--- config.mk ---
export PLATFORM = sky130hd
export DESIGN_NAME = srme_hmem
export DESIGN_NICKNAME = d
export VERILOG_FILES = /design/src/hw/rtl/srme_pkg.sv /design/src/hw/rtl/srme_hmem.sv
export SDC_FILE = /design/constraint.sdc
export NUM_CORES = 2
export LEC_CHECK = 0
export BUFFER_PORTS_ARGS = -buffer_cell sky130_fd_sc_hd__buf_2
export CORE_AREA = 2 2 750 752
export CTS_BUF_LIST = sky130_fd_sc_hd__clkbuf_4 sky130_fd_sc_hd__clkbuf_8
export DETAILED_ROUTE_END_ITERATION = 12
export DIE_AREA = 0 0 752 754
export HOLD_SLACK_MARGIN = 0.15
export PLACE_DENSITY = 0.44
export SLEW_MARGIN = 5
export SYNTH_ARGS = -nofsm -noshare
export SYNTH_HDL_FRONTEND = slang
export SYNTH_SLANG_ARGS = --single-unit
--- constraint.sdc ---
create_clock -name clk_i -period 7.6 [get_ports clk_i]
set_input_delay 2.28 -clock clk_i [delete_from_list [all_inputs] [get_ports clk_i]]
set_output_delay 2.28 -clock clk_i [all_outputs]
set_load 0.1 [all_outputs]
--- src/hw/rtl/srme_pkg.sv ---
package srme_pkg;

  // word field widths
  localparam int FuncW    = 3;
  localparam int RowW     = 10;
  localparam int ColW     = 6;
  localparam int ValW     = 16;
  localparam int ScoreW   = 20;
  localparam int OutBiasW = 24;

  // fixed point
  localparam int AccW     = 24;
  localparam int ExtW     = 34;
  localparam int FracBits = 12;

  localparam logic signed [ExtW-1:0] AccHi = 34'sd8388607;
  localparam logic signed [ExtW-1:0] AccLo = -34'sd8388608;

  localparam logic [ScoreW-1:0] ScoreMin = 20'd2048;
  localparam logic [ScoreW-1:0] ScoreMax = 20'hFFFFF;

  // one in q24 plus the rounding half of the final shift
  localparam longint ScaleOffset = (longint'(1) <<< 24) + longint'(2048);
  // half in q24, moved by the same rounding half
  localparam longint LowBound    = (longint'(1) <<< 23) + longint'(2048);

  typedef enum logic [FuncW-1:0] {
    FUNC_WR_IN_W  = 3'd0,
    FUNC_WR_BIAS  = 3'd1,
    FUNC_WR_OUT_W = 3'd2,
    FUNC_ADD_FEAT = 3'd3,
    FUNC_EVAL     = 3'd4
  } func_e;

  typedef struct packed {
    logic [FuncW-1:0]       func;
    logic [RowW-1:0]        row_index;
    logic [ColW-1:0]        column_index;
    logic signed [ValW-1:0] weight_value;
  } req_t;

  typedef struct packed {
    logic [ScoreW-1:0] score;
    logic              overflow;
  } rsp_t;

  // field write enables of the hidden unit memory
  typedef struct packed {
    logic acc;
    logic bias;
    logic outw;
  } hwr_en_t;

  function automatic logic signed [AccW-1:0] sat_acc(input logic signed [ExtW-1:0] v);
    logic signed [AccW-1:0] r;
    if (v > AccHi) begin
      r = AccHi[AccW-1:0];
    end else if (v < AccLo) begin
      r = AccLo[AccW-1:0];
    end else begin
      r = v[AccW-1:0];
    end
    return r;
  endfunction

endpackage

--- src/hw/rtl/srme_hmem.sv ---
module srme_hmem #(
  parameter int Depth = 64,
  parameter int WBits = 16,
  parameter int AddrW = 6
) (
  input  logic                               clk_i,
  input  srme_pkg::hwr_en_t                  wen_i,
  input  logic [AddrW-1:0]                   waddr_i,
  input  logic signed [srme_pkg::AccW-1:0]   wacc_i,
  input  logic [WBits-1:0]                   wbias_i,
  input  logic [WBits-1:0]                   woutw_i,
  input  logic                               re_i,
  input  logic [AddrW-1:0]                   raddr_i,
  output logic signed [srme_pkg::AccW-1:0]   racc_o,
  output logic [WBits-1:0]                   rbias_o,
  output logic [WBits-1:0]                   routw_o
);

  localparam int AccW = srme_pkg::AccW;
  localparam int EntW = AccW + 2 * WBits;

  // entry layout: accumulator, hidden bias, output weight
  logic [EntW-1:0] mem_q [Depth];
  logic [EntW-1:0] rdata_q;

  always_ff @(posedge clk_i) begin
    if (wen_i.acc) begin
      mem_q[waddr_i][EntW-1 -: AccW] <= wacc_i;
    end
    if (wen_i.bias) begin
      mem_q[waddr_i][2*WBits-1 -: WBits] <= wbias_i;
    end
    if (wen_i.outw) begin
      mem_q[waddr_i][WBits-1:0] <= woutw_i;
    end
  end

  always_ff @(posedge clk_i) begin
    if (re_i) begin
      rdata_q <= mem_q[raddr_i];
    end
  end

  assign racc_o  = $signed(rdata_q[EntW-1 -: AccW]);
  assign rbias_o = rdata_q[2*WBits-1 -: WBits];
  assign routw_o = rdata_q[WBits-1:0];

endmodule

==> qor.log <==
[outcome] result of the run finished clean
[yosys] Synth area leader sky130_fd_sc_hd__edfxtp_1
[hold_path] hold path startpoint mem_q[26][17]
[timing] final total negative setup slack 0 ns
[place] post-placement setup slack 0.826 ns
[finish] final std cells w/o fill 14,952
[clock_network] post-CTS setup buffer count 0
[yosys] area of the mapped netlist 139,000 um2
[place] final RePlAce weighted congestion 0.770
[timing] tightest hold margin 0.900 ns
[timing] slew margin rel. 5.54%
[timing] fin crit period 5.63 ns
[place] total placed instance area 150,000 um2
[finish] fin util 29.0%
[yosys] synthesized instance count 6,289
[yosys] sequential area share after synthesis 78.6%
[timing] Worst Slack Setup Final 1.97 ns
[critical_path] Arrival @ worst endpoint 6.55 ns
[clock_network] CTS hold repair buffers 0
[floorplanning] Placeable Area 559,000 um2
[detailed_routing] total wire length 440,000 um
[yosys] synth unique cells 44
[critical_path] ordered cell list for the critical path buf_2, inv_2, buf_4, nand2_1, a211oi_1, o22ai_1, and3_1
[clock_network] total CTS buffers 617
[finish] Final Net Count 7,033
[critical_path] endpoint required time on the critical path 8.52 ns
[detailed_routing] WL/cell 29.4 um
[detailed_routing] Via-to-Cell Ratio 4.61
[floorplanning] number of placed I/O pins 129
[critical_path] largest incremental delay on the critical path 1.18 ns
[finish] layout overhead on the synthesized area 16.6%
[clock_network] cts repair resizes 0
[critical_path] kind of critical path input pin to flop
[clock_network] clock transition at the register clock pins on the worst setup and hold paths after CTS 0.06 ns
[clock_network] clock insertion delay at the later pin of the skew report 1.22 ns
[detailed_routing] number of nets with antenna violations after detailed routing 0
[detailed_routing] DR iter-0 viols 7,396
[timing] count of endpoints failing hold in the final timing report 0
[critical_path] r2r setup slk 4.76 ns
[yosys] register bit total from synthesis 3,640
[critical_path] biggest fanout along the worst timing path 14
[timing] RSZ-0062 raised after global routing no
[floorplanning] height of the die 754 um
[yosys] average instance area after synthesis 22.1 um2
[critical_path] source of the critical timing path raddr_i[5]
[timing] number of pins with negative max-slew slack in the final report 0
[floorplanning] area enclosed by the die boundary 567,000 um2
[timing] period utilization 74.1%
[clock_network] TritonCTS clock tree done
[detailed_routing] remaining design rule violation count 0
[clock_network] worst-case clock buffer depth 4
[yosys] share of the synthesized area in the top cell type 78.6%
[global_routing] number of antenna violations at the first check in global routing 64
[yosys] flip-flop cell with the highest count after synthesis sky130_fd_sc_hd__edfxtp_1
[yosys] share of synthesized registers carrying an async set or reset 0%
[floorplanning] DIE WIDTH 752 um
[clock_network] maximum level of the CTS H-tree 6
[detailed_routing] via count of the routed design 68,959
[power_and_ir_drop] maximum resistive drop on vdd 0.174 mV
[hold_path] sink of the worst hold path rdata_q[17]
[timing] clk_skew 0.0488 ns
[power_and_ir_drop] power per standard cell area 259 nW/um2
[power_and_ir_drop] Pleak 49.8 nW
[floorplanning] starting density of the core 24.9%
[hold_path] cell depth of the worst hold path 4
[finish] final non-filler cell area 162,000 um2
[global_routing] pin count of the biggest net entering global routing 80
[job] # Max-Cap Violations 0
[power_and_ir_drop] Final Power 42.0 mW
[global_routing] wire length of the first global-routing pass 598,000 um
[global_routing] GRT overflow 0
[timing] maximum clock frequency 178 MHz
[finish] fraction of final layout cells sized beyond drive strength 1 32.5%
[yosys] number of warning messages in the yosys log 0
[yosys] Post-synth EDFFs 3,640
[critical_path] crit path launch type input pin
[critical_path] FF-to-FF Start mem_q[10][46]
[floorplanning] Core Rows 275
[detailed_routing] first-pass detailed-route iteration total 6
[critical_path] count of cells along the worst register-to-register path 5
[global_routing] aggregate global-route resource usage 15.1%
[place] total of buffers placed on input and output ports 128
[place] half-perimeter wire length after detailed placement 264,000 um
[place] post-placement cell count 13,820
[timing] slew at the pin closest to its max-slew limit 1.41 ns
[global_routing] via count of the first global-routing pass 70,944
[yosys] leading cell type by number of instances after synthesis sky130_fd_sc_hd__edfxtp_1
[yosys] syn nets 6,362
[clock_network] clock root cell sky130_fd_sc_hd__clkbuf_8
[hold_path] class of the most critical hold timing path flop to flop
[clock_network] Clock Sinks 3,640
[critical_path] capturing point of the worst reg2reg path rdata_q[46]
[timing] Final Setup Violations 0
[yosys] top post-synthesis cells by count sky130_fd_sc_hd__edfxtp_1 (3,640), sky130_fd_sc_hd__mux4_2 (764), sky130_fd_sc_hd__mux2i_1 (275), sky130_fd_sc_hd__nor2_1 (234), sky130_fd_sc_hd__clkbuf_1 (160)
[yosys] largest cells by area after synthesis sky130_fd_sc_hd__edfxtp_1 (79%), sky130_fd_sc_hd__mux4_2 (12%), sky130_fd_sc_hd__mux2i_1 (2.0%)
[critical_path] CP max stage cell sky130_fd_sc_hd__a211oi_1
[critical_path] kind of end point of the critical path flop
worst max path at each step:
| stage | end | slack, ns | cells after the start |
|---|---|---|---|
| 4_1_cts | rdata_q[46] | 2.14 | 7 |
| 2_1_floorplan | mem_q[10][32] | 2.86 | 5 |
| 3_5_place_dp | rdata_q[46] | 0.83 | 7 |
| 3_3_place_gp | rdata_q[46] | 0.84 | 7 |
| 6_report | rdata_q[46] | 1.97 | 7 |
| 5_1_grt | rdata_q[46] | 2.08 | 7 |
cell families (layout without fill, tap and decap cells):
family | count (synthesis) | in the layout | synth area share (%)
buf+inv | 375 | 1519 | 1.50
mux | 1145 | 1145 | 15.2
simple gates | 639 | 639 | 2.09
flops | 3640 | 3640 | 78.6
compound gates | 490 | 490 | 2.64
other cells | 0 | 40 | 0
sequential cells by signal, summed over array words and instances, names as in the netlist:
register,flops
mem_q,3584
rdata_q,56
critical path: cells and delay by family:
kind,cells,cell delay (ns)
compound gates,2,1.66
simple gates,2,1.22
buf+inv,3,1.34
cell usage in the layout (no fill, tap or decap), drive strengths merged, types with 7 or more instances in the layout:
master       n
o22ai      144
a31oi        7
o211ai      15
nor2b       25
bufinv       7
nand2b       7
nor3        10
clkbuf     834
a22oi       87
nand3      100
a221o       44
o22a        15
o211a        9
o221ai      59
a221oi       9
nand4       69
clkinv     204
a211oi      35
clkinvlp    17
and3        23
nand2      149
buf        425
edfxtp    3640
diode       40
a311o       15
mux4       764
inv         32
nor2       234
mux2       106
o21ai       15
mux2i      275
a21oi       28
or2         10
routing by layer:
layer / track usage (%) / part of all wire, %
met4: 4.98 / 3.2
met1: 20.2 / 42
met5: 0 / 0.029
met2: 24.3 / 47
met3: 3.33 / 7.2
area by class of cell:
class / count / area (um2)
diodes: 40 / 100
clock buffers: 833 / 10200
clock inverters: 259 / 1520
fillers: 54686 / 397000
inverters: 1 / 3.75
multi-input cells: 2274 / 28500
flip-flops and latches: 3640 / 109000
well taps: 7479 / 9360
repair buffers: 426 / 3260
report_power, final:
part           switching [mW]  internal [mW]
sequential              0.104           22.3
combinational            1.82          0.730
clock                    8.11           8.94
total                    10.0           32.0
Note: power is estimated with default switching activity, not from simulation.
