File: src/hw/rtl/srme_pkg.sv
package srme_pkg;

  // word field widths
  localparam int FuncW    = 3;
  localparam int RowW     = 10;
  localparam int ColW     = 6;
  localparam int ValW     = 16;
  localparam int ScoreW   = 20;
  localparam int OutBiasW = 24;

  // fixed point
  localparam int AccW     = 24;
  localparam int ExtW     = 34;
  localparam int FracBits = 12;

  localparam logic signed [ExtW-1:0] AccHi = 34'sd8388607;
  localparam logic signed [ExtW-1:0] AccLo = -34'sd8388608;

  localparam logic [ScoreW-1:0] ScoreMin = 20'd2048;
  localparam logic [ScoreW-1:0] ScoreMax = 20'hFFFFF;

  // one in q24 plus the rounding half of the final shift
  localparam longint ScaleOffset = (longint'(1) <<< 24) + longint'(2048);
  // half in q24, moved by the same rounding half
  localparam longint LowBound    = (longint'(1) <<< 23) + longint'(2048);

  typedef enum logic [FuncW-1:0] {
    FUNC_WR_IN_W  = 3'd0,
    FUNC_WR_BIAS  = 3'd1,
    FUNC_WR_OUT_W = 3'd2,
    FUNC_ADD_FEAT = 3'd3,
    FUNC_EVAL     = 3'd4
  } func_e;

  typedef struct packed {
    logic [FuncW-1:0]       func;
    logic [RowW-1:0]        row_index;
    logic [ColW-1:0]        column_index;
    logic signed [ValW-1:0] weight_value;
  } req_t;

  typedef struct packed {
    logic [ScoreW-1:0] score;
    logic              overflow;
  } rsp_t;

  // field write enables of the hidden unit memory
  typedef struct packed {
    logic acc;
    logic bias;
    logic outw;
  } hwr_en_t;

  function automatic logic signed [AccW-1:0] sat_acc(input logic signed [ExtW-1:0] v);
    logic signed [AccW-1:0] r;
    if (v > AccHi) begin
      r = AccHi[AccW-1:0];
    end else if (v < AccLo) begin
      r = AccLo[AccW-1:0];
    end else begin
      r = v[AccW-1:0];
    end
    return r;
  endfunction

endpackage

File: src/hw/rtl/srme_score.sv
module srme_score #(
  parameter int SumW = 38
) (
  input  logic                   clk_i,
  input  logic                   rst_ni,
  input  logic                   start_i,
  input  logic signed [SumW-1:0] sum_i,
  input  logic                   take_i,
  output logic                   valid_o,
  output srme_pkg::rsp_t         result_o
);

  localparam int ScW    = SumW + 4;
  localparam int ScoreW = srme_pkg::ScoreW;
  localparam int FracB  = srme_pkg::FracBits;

  localparam logic signed [ScW-1:0] ScaleOff = ScW'(srme_pkg::ScaleOffset);
  localparam logic signed [ScW-1:0] LowBnd   = ScW'(srme_pkg::LowBound);

  logic                  v1_q, v2_q, res_v_q;
  logic signed [ScW-1:0] t_q, u_q;
  srme_pkg::rsp_t        res_d, res_q;

  always_ff @(posedge clk_i or negedge rst_ni) begin
    if (!rst_ni) begin
      v1_q    <= 1'b0;
      v2_q    <= 1'b0;
      res_v_q <= 1'b0;
    end else begin
      v1_q <= start_i;
      v2_q <= v1_q;
      if (v2_q) begin
        res_v_q <= 1'b1;
      end else if (take_i) begin
        res_v_q <= 1'b0;
      end
    end
  end

  // times seven, then one and the rounding half added
  always_ff @(posedge clk_i) begin
    if (start_i) begin
      t_q <= (ScW'(sum_i) <<< 3) - ScW'(sum_i);
    end
    if (v1_q) begin
      u_q <= t_q + ScaleOff;
    end
    if (v2_q) begin
      res_q <= res_d;
    end
  end

  always_comb begin
    if (u_q < LowBnd) begin
      res_d.score    = srme_pkg::ScoreMin;
      res_d.overflow = 1'b0;
    end else if (|u_q[ScW-1:ScoreW+FracB]) begin
      res_d.score    = srme_pkg::ScoreMax;
      res_d.overflow = 1'b1;
    end else begin
      res_d.score    = u_q[ScoreW+FracB-1:FracB];
      res_d.overflow = 1'b0;
    end
  end

  assign valid_o  = res_v_q;
  assign result_o = res_q;

endmodule

File: config.mk
export PLATFORM = sky130hd
export DESIGN_NAME = srme_score
export DESIGN_NICKNAME = d
export VERILOG_FILES = /design/src/hw/rtl/srme_pkg.sv /design/src/hw/rtl/srme_score.sv
export SDC_FILE = /design/constraint.sdc
export NUM_CORES = 1
export LEC_CHECK = 0
export ABC_AREA = 1
export ABC_CLOCK_PERIOD_IN_PS = 1400
export BUFFER_PORTS_ARGS = -buffer_cell sky130_fd_sc_hd__buf_2
export CORE_UTILIZATION = 55
export DETAILED_ROUTE_END_ITERATION = 8
export PLACE_DENSITY_LB_ADDON = 0.3
export SYNTH_ARGS = -nofsm -noshare
export SYNTH_HDL_FRONTEND = slang
export SYNTH_SLANG_ARGS = --single-unit
File: constraint.sdc
create_clock -name clk_i -period 1.4 [get_ports clk_i]
set_input_delay 0.07 -clock clk_i [delete_from_list [all_inputs] [get_ports clk_i]]
set_output_delay 0.07 -clock clk_i [all_outputs]
set_load 0.05 [all_outputs]
==> impl_metrics.json, run 1 <==
{
  "vias_per_cell": 5.40,
  "crit_type": "flop to flop",
  "max_cap_violations": 0,
  "fin_crit_sh_pct": 121,
  "num_rows": 40,
  "num_io_pins": 64,
  "seq_area_frac_synth_pct": 37.8,
  "final.setup.worst_slack_ps": -293,
  "cts_tree": "built",
  "regArea_sq_um": 2570,
  "stdcell_count": 1350,
  "dp_hpwl_um": 13200,
  "nNetsFinal": 1278,
  "crit_fanout": 20,
  "die_w_um": 113,
  "io_buffer_count": 63,
  "dp_cells": 1298,
  "ys_types": 37,
  "syn_area_per_cell_sq_um": 7.17,
  "area_delta_synth_final_pct": 49.7,
  "ff2ff_path_depth": 7,
  "coreArea_sq_um": 12000,
  "num_antenna_cells": 0,
  "drv_slew": 0,
  "synthCells": 946,
  "worstHoldPathType": "input pin to async pin",
  "first_pass_iters": 5,
  "grt_max_degree": 33,
  "clock-sinks": 86,
  "finalWirelength_um": 20900,
  "finalSetupViolations": 55,
  "drive_above_1_share_pct": 41.3,
  "period_needed_ps": 1690,
  "syn_area_sq_um": 6790,
  "finalHoldViolations": 0,
  "antenna_found_initial": 0,
  "final_common_cell": "nand2_1",
  "grt_usage_pct": 27.6,
  "vdd_drop_max_uv": 543,
  "numCtsBuffers": 9,
  "rsz0062_at_grt": "true",
  "slew_headroom_pct": 71.8,
  "multiInputGateArea_sq_um": 4570,
  "ff2ff_setup_slack_ps": -290,
  "grt_pass1_wl_um": 27800,
  "cts_root_buffer": "clkbuf_16",
  "crit_start": "u_q[24]",
  "run_status": "complete, but fails checks",
  "gp_congestion": 0.952,
  "die_y_um": 113,
  "finClkSkew_ps": 8.26,
  "drcViolationCount": 0,
  "synth_warnings": 0,
  "grt-ovfl-total": 0,
  "critPathArrivalTime_ps": 1790,
  "initial_core_util_pct": 56.5,
  "r2r_end": "result_o[15]",
  "clk_latency_ps": 340,
  "worstMarginPinSlew_ps": 422,
  "p_leak_nw": 5.01,
  "antenna_left": 0,
  "path_clk_slew_ps": 60,
  "final_cell_mix": "nand2_1, inv_1, buf_4",
  "r2r_start": "u_q[24]",
  "synth-seq-cells": 86,
  "drt_iter0_markers": 636,
  "die-area_sq_um": 12800,
  "synth_nets": 1026,
  "violations": "negative setup slack",
  "cts_buffer_depth": 2,
  "start_kind": "flop",
  "cts_max_level": 3,
  "power.total_mw": 9.43,
  "fill_cells": 656,
  "p_per_area_nw_per_um2": 928,
  "finish.utilization_pct": 84.6,
  "drt-wirelength-per-cell_um": 15.4,
  "clock.fmax_mhz": 591,
  "vias": 7290,
  "endpoint_kind": "flop",
  "first_global_vias": 6366,
  "endpoint": "result_o[15]",
  "required_ps": 1490,
  "totalNegativeSetupSlack_ps": -9930
}
area by class of cell:
cell class | count | share of cell area (%)
timing repair buffer | 247 | 18.0
sequential | 86 | 25.3
tap | 147 | 1.81
multi-input combinational | 665 | 45.0
clock inverter | 7 | 0.566
inverter | 189 | 7.12
clock buffer | 9 | 2.22
Yosys cell counts:
library cell	instances	area share [%]
nand2_1	305	17
inv_1	185	10
nor2_1	109	6.0
edfxtp_1	83	37
ha_1	38	7.0
a21oi_1	35	2.6
nand3_1	33	2.4
xor2_1	25	3.2
nor2_2	17	1.6
nand4_1	15	1.4
xnor2_1	15	1.9
o21ai_0	14	1.0
nor3_1	13	0.96
nand3_2	10	1.5
nor4_1	5	0.46
o21bai_1	5	0.55
a31oi_1	4	0.37
nand2_2	4	0.37
nor2_4	4	0.66
a21o_1	3	0.33
buf_6	3	0.50
dfrtp_1	3	1.1
inv_2	3	0.17
buf_2	2	0.15
a21oi_2	1	0.13
a21oi_4	1	0.24
and3_2	1	0.11
clkbuf_1	1	0.055
clkinv_1	1	0.055
nand2_4	1	0.17
nand3b_1	1	0.11
nor3_2	1	0.15
nor3_4	1	0.24
o21ai_4	1	0.24
o21bai_2	1	0.17
or2_1	1	0.092
or2_4	1	0.13
per-layer routing:
| layer | up-vias | wire (um) | global-route usage [%] |
|---|---|---|---|
| li1 | 3479 | - | - |
| met1 | 3340 | 8090 | 32.1 |
| met2 | 372 | 10600 | 51.1 |
| met3 | 99 | 1110 | 2.95 |
| met4 | 0 | 1050 | 12.1 |
| met5 | - | 0 | 0 |
state kept, by name (all words and copies together), names as in the netlist:
name      flops
t_q          31
u_q          31
v2_q          1
result_o     21
v1_q          1
valid_o       1
report_power, final:
part / internal (mW) / switching, mW / leakage [nW] / total [mW]
combinational: 1.66 / 2.01 / 4.03 / 3.67
sequential: 3.27 / 0.233 / 0.843 / 3.50
clock: 1.22 / 1.04 / 0.134 / 2.26
through the flow:
step | hold WS (ps) | setup slack (ps) | area (sq um)
final | 59.7 | -293 | 10200
after global placement | -129 | -416 | 8480
after floorplan | -226 | -141 | 6890
after detailed placement | -127 | -421 | 8480
after global routing | 53.4 | -379 | 10200
after CTS | 44.7 | -262 | 9160
cells by family (layout without fill, tap and decap cells):
logic type	count (synthesis)	in the layout	synth area share [%]
compound gates	65	65	5.64
xor+xnor	40	40	5.16
fa+ha+maj	38	38	7.01
buf+inv	195	452	11.2
flops	86	86	37.8
simple gates	522	522	33.2
how the worst min path moves through the flow:
stage,startpoint,endpoint,slack [ps],cells after the start
2_1_floorplan,rst_ni,v1_q,-230,0
3_3_place_gp,rst_ni,v1_q,-130,1
3_5_place_dp,rst_ni,v1_q,-130,1
4_1_cts,rst_ni,v2_q,40,2
5_1_grt,rst_ni,v2_q,50,2
6_report,rst_ni,v2_q,60,2
critical path: stages (launching register included):
cell      delay [ps]
edfxtp_1         410
or2_4            260
a21o_1           160
a21oi_2          110
nand2_2          100
o21bai_4         140
buf_12           170
nor2_1            70
repair_timing:
item                                    in CTS  in global routing
setup buffers                               15                 19
endpoints found under the setup margin      48                 68
cloned                                       3                  0
hold buffers                                 2                  0
hold endpoints to repair                     4                  0
gates resized for setup                     66                203
pin swaps                                   31                 75
(Power assumes the default switching activity.)
==> run 2, diff against run 1 <==
--- a/config.mk
+++ b/config.mk
@@ -8,9 +8,12 @@
 export ABC_AREA = 1
 export ABC_CLOCK_PERIOD_IN_PS = 1400
 export BUFFER_PORTS_ARGS = -buffer_cell sky130_fd_sc_hd__buf_2
-export CORE_UTILIZATION = 55
+export CELL_PAD_IN_SITES_DETAIL_PLACEMENT = 1
+export CELL_PAD_IN_SITES_GLOBAL_PLACEMENT = 1
+export CORE_UTILIZATION = 40
 export DETAILED_ROUTE_END_ITERATION = 8
 export PLACE_DENSITY_LB_ADDON = 0.3
 export SYNTH_ARGS = -nofsm -noshare
 export SYNTH_HDL_FRONTEND = slang
 export SYNTH_SLANG_ARGS = --single-unit
+export TNS_END_PERCENT = 50
==> run 2 against run 1 <==
Effect of this change: the flow still finishes with violations (negative setup slack); worst hold slack worse by 6.1 ps; fmax is 4.2% lower; core utilization is 25 points lower; global-route usage is 2.1 points lower; sequential power hardly changed; via count is 0.85% lower; clock skew hardly changed; routed wire length is 18% higher; combinational power is 2% lower; highest routed layer unchanged.
==> impl_metrics.json, run 2 (synthesis results as in run 1) <==
{
  "final_cell_mix": "nand2_1, inv_1, buf_4",
  "drive_above_1_share_pct": 37.9,
  "worstMarginPinSlew_ps": 469,
  "period_needed_ps": 1770,
  "drt-wirelength-per-cell_um": 17.4,
  "grt_max_degree": 33,
  "grt_usage_pct": 25.4,
  "endpoint": "result_o[9]",
  "crit_start": "u_q[25]",
  "cts_max_level": 3,
  "grt_pass1_wl_um": 34800,
  "totalNegativeSetupSlack_ps": -11440,
  "gp_congestion": 0.888,
  "area_delta_synth_final_pct": 45.8,
  "cts_tree": "built",
  "io_buffer_count": 63,
  "die-area_sq_um": 17500,
  "max_cap_violations": 0,
  "dpl-instance-area_sq_um": 8550,
  "dp_hpwl_um": 17000,
  "antenna_left": 0,
  "num_antenna_cells": 0,
  "crit_type": "flop to flop",
  "finClkSkew_ps": 8.75,
  "first_global_vias": 7184,
  "finalHoldViolations": 0,
  "crit_fanout": 20,
  "vias": 7228,
  "endpoint_kind": "flop",
  "cp_slowest_cell": "edfxtp_1",
  "required_ps": 1510,
  "rsz0062_at_grt": "true",
  "num_io_pins": 64,
  "die_w_um": 132,
  "ff2ff_setup_slack_ps": -370,
  "clock-sinks": 86,
  "vdd_drop_max_uv": 610,
  "cts_buffer_depth": 2,
  "slowest_delay_ps": 400,
  "start_kind": "flop",
  "finalWirelength_um": 24700,
  "final_cell_area_sq_um": 9900,
  "numCtsBuffers": 9,
  "grt-ovfl-total": 0,
  "worstHoldPathType": "input pin to async pin",
  "ff2ff_path_depth": 7,
  "p_per_area_nw_per_um2": 943,
  "run_status": "complete, but fails checks",
  "violations": "negative setup slack",
  "clk_latency_ps": 350,
  "nNetsFinal": 1277,
  "final.setup.worst_slack_ps": -367,
  "antenna_found_initial": 0,
  "finalSetupViolations": 60,
  "slew_headroom_pct": 68.5,
  "coreArea_sq_um": 16600,
  "fin_crit_sh_pct": 126,
  "cts_root_buffer": "clkbuf_16",
  "drt_iter0_markers": 373,
  "crit_chain": "or2_4, a21o_1, a21oi_2, nand2_2, o21bai_4, buf_12, nor2_1",
  "initial_core_util_pct": 40.9,
  "num_rows": 47,
  "path_clk_slew_ps": 70,
  "die_y_um": 132,
  "clock.fmax_mhz": 566,
  "critPathArrivalTime_ps": 1870,
  "drv_slew": 0,
  "r2r_start": "u_q[25]",
  "first_pass_iters": 5,
  "final_common_cell": "nand2_1",
  "r2r_end": "result_o[9]",
  "p_leak_nw": 4.92,
  "vias_per_cell": 5.08,
  "drcViolationCount": 0
}
run 2: layout make-up:
cell class / instances / area [sq um]
Clock buffer: 9 / 225
Timing Repair Buffer: 246 / 1750
Sequential cell: 86 / 2570
Multi-Input combinational cell: 665 / 4320
Inverter: 189 / 712
Tap cell: 220 / 275
Fill cell: 2080 / 6690
Clock inverter: 7 / 48.8
run 2: through the flow:
stage | cells | util (%) | total power, mW | hold WS (ps) | setup WS [ps]
after CTS | 1414 | 55.7 | 8.83 | 39.3 | -334
after detailed placement | 1382 | 51.5 | 6.39 | -126 | -563
after global placement | 1382 | 51.5 | 6.23 | -127 | -538
final | 1422 | 59.7 | 9.33 | 53.6 | -367
after global routing | 1422 | 59.7 | 9.72 | 61.0 | -410
after floorplan | 946 | - | 4.99 | -226 | -141
run 2: worst min-delay path by stage:
stage	from	end	slack, ps	cells after the start
final	rst_ni	valid_o	50	2
after global routing	rst_ni	v2_q	60	2
after detailed placement	rst_ni	v1_q	-130	1
after floorplan	rst_ni	v1_q	-230	0
after global placement	rst_ni	v1_q	-130	1
after CTS	rst_ni	valid_o	40	2
run 2: report_power, final:
group / total [mW] / switching (mW) / leakage, nW / internal (mW)
registers: 3.49 / 0.226 / 0.843 / 3.27
logic: 3.58 / 2.01 / 3.95 / 1.57
clock network: 2.25 / 1.05 / 0.125 / 1.20
run 2: routing by layer:
layer,GRT usage [%],routed length (um),up-vias
met1,29.4,9730,3485
met3,2.65,881,78
li1,-,-,3453
met5,0,0,-
met4,8.56,897,0
met2,48.5,13200,212
run 2: repair_timing:
| item | in CTS | in global routing |
|---|---|---|
| resized for setup | 64 | 133 |
| pin swaps | 21 | 35 |
| endpoints found under the setup margin | 62 | 76 |
| setup buffers | 12 | 8 |
| hold endpoints to repair | 4 | 0 |
| gates cloned | 2 | 0 |
| hold buffers | 2 | 0 |
run 2: worst max-delay path, delay by kind of cell, from the launching register on:
kind	cells	cell delay [ps]
compound gates	3	460
flops	1	400
simple gates	3	470
buf+inv	1	180
==> run 3, diff against run 2 <==
--- a/config.mk
+++ b/config.mk
@@ -13,6 +13,7 @@
 export CORE_UTILIZATION = 40
 export DETAILED_ROUTE_END_ITERATION = 8
 export PLACE_DENSITY_LB_ADDON = 0.3
+export SKIP_CTS_REPAIR_TIMING = 1
 export SYNTH_ARGS = -nofsm -noshare
 export SYNTH_HDL_FRONTEND = slang
 export SYNTH_SLANG_ARGS = --single-unit
==> run 3 against run 2 <==
Effect of this change: the flow still finishes with violations (negative setup slack); critical path depth did not move; via count decreased by 1.6%; non-clock buffer count shrank 3; total power is 0.44% lower.
==> impl_metrics.json, run 3 (synthesis results as in run 1) <==
{
  "coreArea_sq_um": 16600,
  "rsz0062_at_grt": "true",
  "period_needed_ps": 1770,
  "finalWirelength_um": 24000,
  "numCtsBuffers": 9,
  "crit_type": "flop to flop",
  "path_buf_inv": 1,
  "finalSetupViolations": 62,
  "gp_congestion": 0.888,
  "drv_slew": 0,
  "critPathTopFamily": "simple AND/OR/NAND/NOR gates",
  "antenna_left": 0,
  "cts_buffer_depth": 2,
  "stdcell_count": 1420,
  "ff2ff_path_depth": 7,
  "start_kind": "flop",
  "place_ws_ps": -563,
  "vias_per_cell": 5.01,
  "crit_chain": "or2_4, a21o_1, a21oi_2, nand2_2, o21bai_4, buf_12, nor2_1",
  "cts_max_level": 3,
  "vias": 7112,
  "first_pass_iters": 4,
  "die-area_sq_um": 17500,
  "final_cell_mix": "nand2_1, buf_4, inv_1",
  "grt_pass1_wl_um": 32700,
  "final_common_cell": "nand2_1",
  "max_cap_violations": 0,
  "holdWs_ps": 51.3,
  "violations": "negative setup slack",
  "critPathArrivalTime_ps": 1870,
  "slowest_delay_ps": 410,
  "run_status": "complete, but fails checks",
  "cts_tree": "built",
  "drcViolationCount": 0,
  "final.setup.worst_slack_ps": -367,
  "drt_iter0_markers": 346,
  "finalHoldViolations": 0,
  "clock.fmax_mhz": 566,
  "nNetsFinal": 1274,
  "p_leak_nw": 4.92,
  "crit_cells": 7,
  "required_ps": 1500,
  "antenna_found_initial": 1,
  "worstMarginPinSlew_ps": 501,
  "area_delta_synth_final_pct": 46.0,
  "power.total_mw": 9.29,
  "path_clk_slew_ps": 60,
  "cts_root_buffer": "clkbuf_16",
  "p_per_area_nw_per_um2": 937,
  "fin_crit_sh_pct": 126,
  "r2r_end": "result_o[13]",
  "grt-ovfl-total": 0,
  "grt_usage_pct": 23.7,
  "cp_slowest_cell": "edfxtp_1",
  "die_y_um": 132,
  "r2r_start": "u_q[25]",
  "vdd_drop_max_uv": 620,
  "worstHoldPathType": "input pin to async pin",
  "num_rows": 47,
  "grt_max_degree": 33,
  "first_global_vias": 6936,
  "ff2ff_setup_slack_ps": -370,
  "initial_core_util_pct": 40.9,
  "crit_fanout": 20,
  "drt-wirelength-per-cell_um": 16.9,
  "io_buffer_count": 63,
  "dp_hpwl_um": 17000,
  "clk_latency_ps": 350,
  "num_io_pins": 64,
  "slew_headroom_pct": 66.3,
  "finClkSkew_ps": 6.51,
  "dp_cells": 1382,
  "drive_above_1_share_pct": 39.2,
  "clock-sinks": 86,
  "endpoint_kind": "flop",
  "die_w_um": 132
}
==> run 3: changes by cell type in the layout (fill, tap and decap cells not counted), moves of 4 or more <==
cell | previous run | this run
buf_2 | 64 | 55
buf_4 | 170 | 178
inv_1 | 178 | 169
nand2_1 | 254 | 247
buf_6 | 8 | 4
nor2_1 | 84 | 78
nor3_2 | 5 | 1
nor2_2 | 29 | 36
nand2_2 | 47 | 54
inv_2 | 9 | 17
xor2_1 | 18 | 22
xor2_2 | 7 | 3
==> run 3: how the worst max path moves through the flow <==
stage / startpoint / end / slack [ps]
after global placement: sum_i[11] / t_q[36] / -540
after CTS: u_q[25] / result_o[16] / -350
final: u_q[25] / result_o[13] / -370
after floorplan: u_q[25] / result_o[20] / -140
after global routing: u_q[25] / result_o[13] / -430
after detailed placement: sum_i[11] / t_q[36] / -560
==> run 3: through the flow <==
| step | TNS, ps | cell area [sq um] | util [%] |
|---|---|---|---|
| final | -11170 | 9910 | 59.7 |
| after global routing | -15880 | 9910 | 59.7 |
| after CTS | -11520 | 8820 | 53.2 |
| after detailed placement | -21620 | 8550 | 51.5 |
| after global placement | -17740 | 8550 | 51.5 |
| after floorplan | -3180 | 6790 | - |
==> run 3: layer usage <==
layer	wire length (um)	part of all wire, %	global-route usage (%)	vias up
met5	0	0	0	-
met3	677	2.8	2.54	59
met2	12900	54	44.4	133
met4	785	3.3	8.43	0
li1	-	-	-	3467
met1	9680	40	27.9	3453
==> run 3: worst register-to-register path, cell delays in order (launching register included) <==
cell and delay [ps]:
edfxtp_1 410, or2_4 300, a21o_1 170, a21oi_2 120
nand2_2 120, o21bai_4 150, buf_12 180, nor2_1 70
==> run 3: report_power, final <==
| group | internal (mW) | switching (mW) |
|---|---|---|
| registers | 3.27 | 0.229 |
| clock network | 1.20 | 1.03 |
| logic | 1.56 | 2.00 |
| total | 6.02 | 3.26 |
==> run 3: layout make-up <==
class	instances	area, sq um
multi-input combinational	665	4320
fill	2073	6680
clock buffer	9	225
antenna	1	2.50
sequential	86	2570
timing repair buffer	243	1760
inverter	189	714
clock inverter	7	48.8
tap	220	275
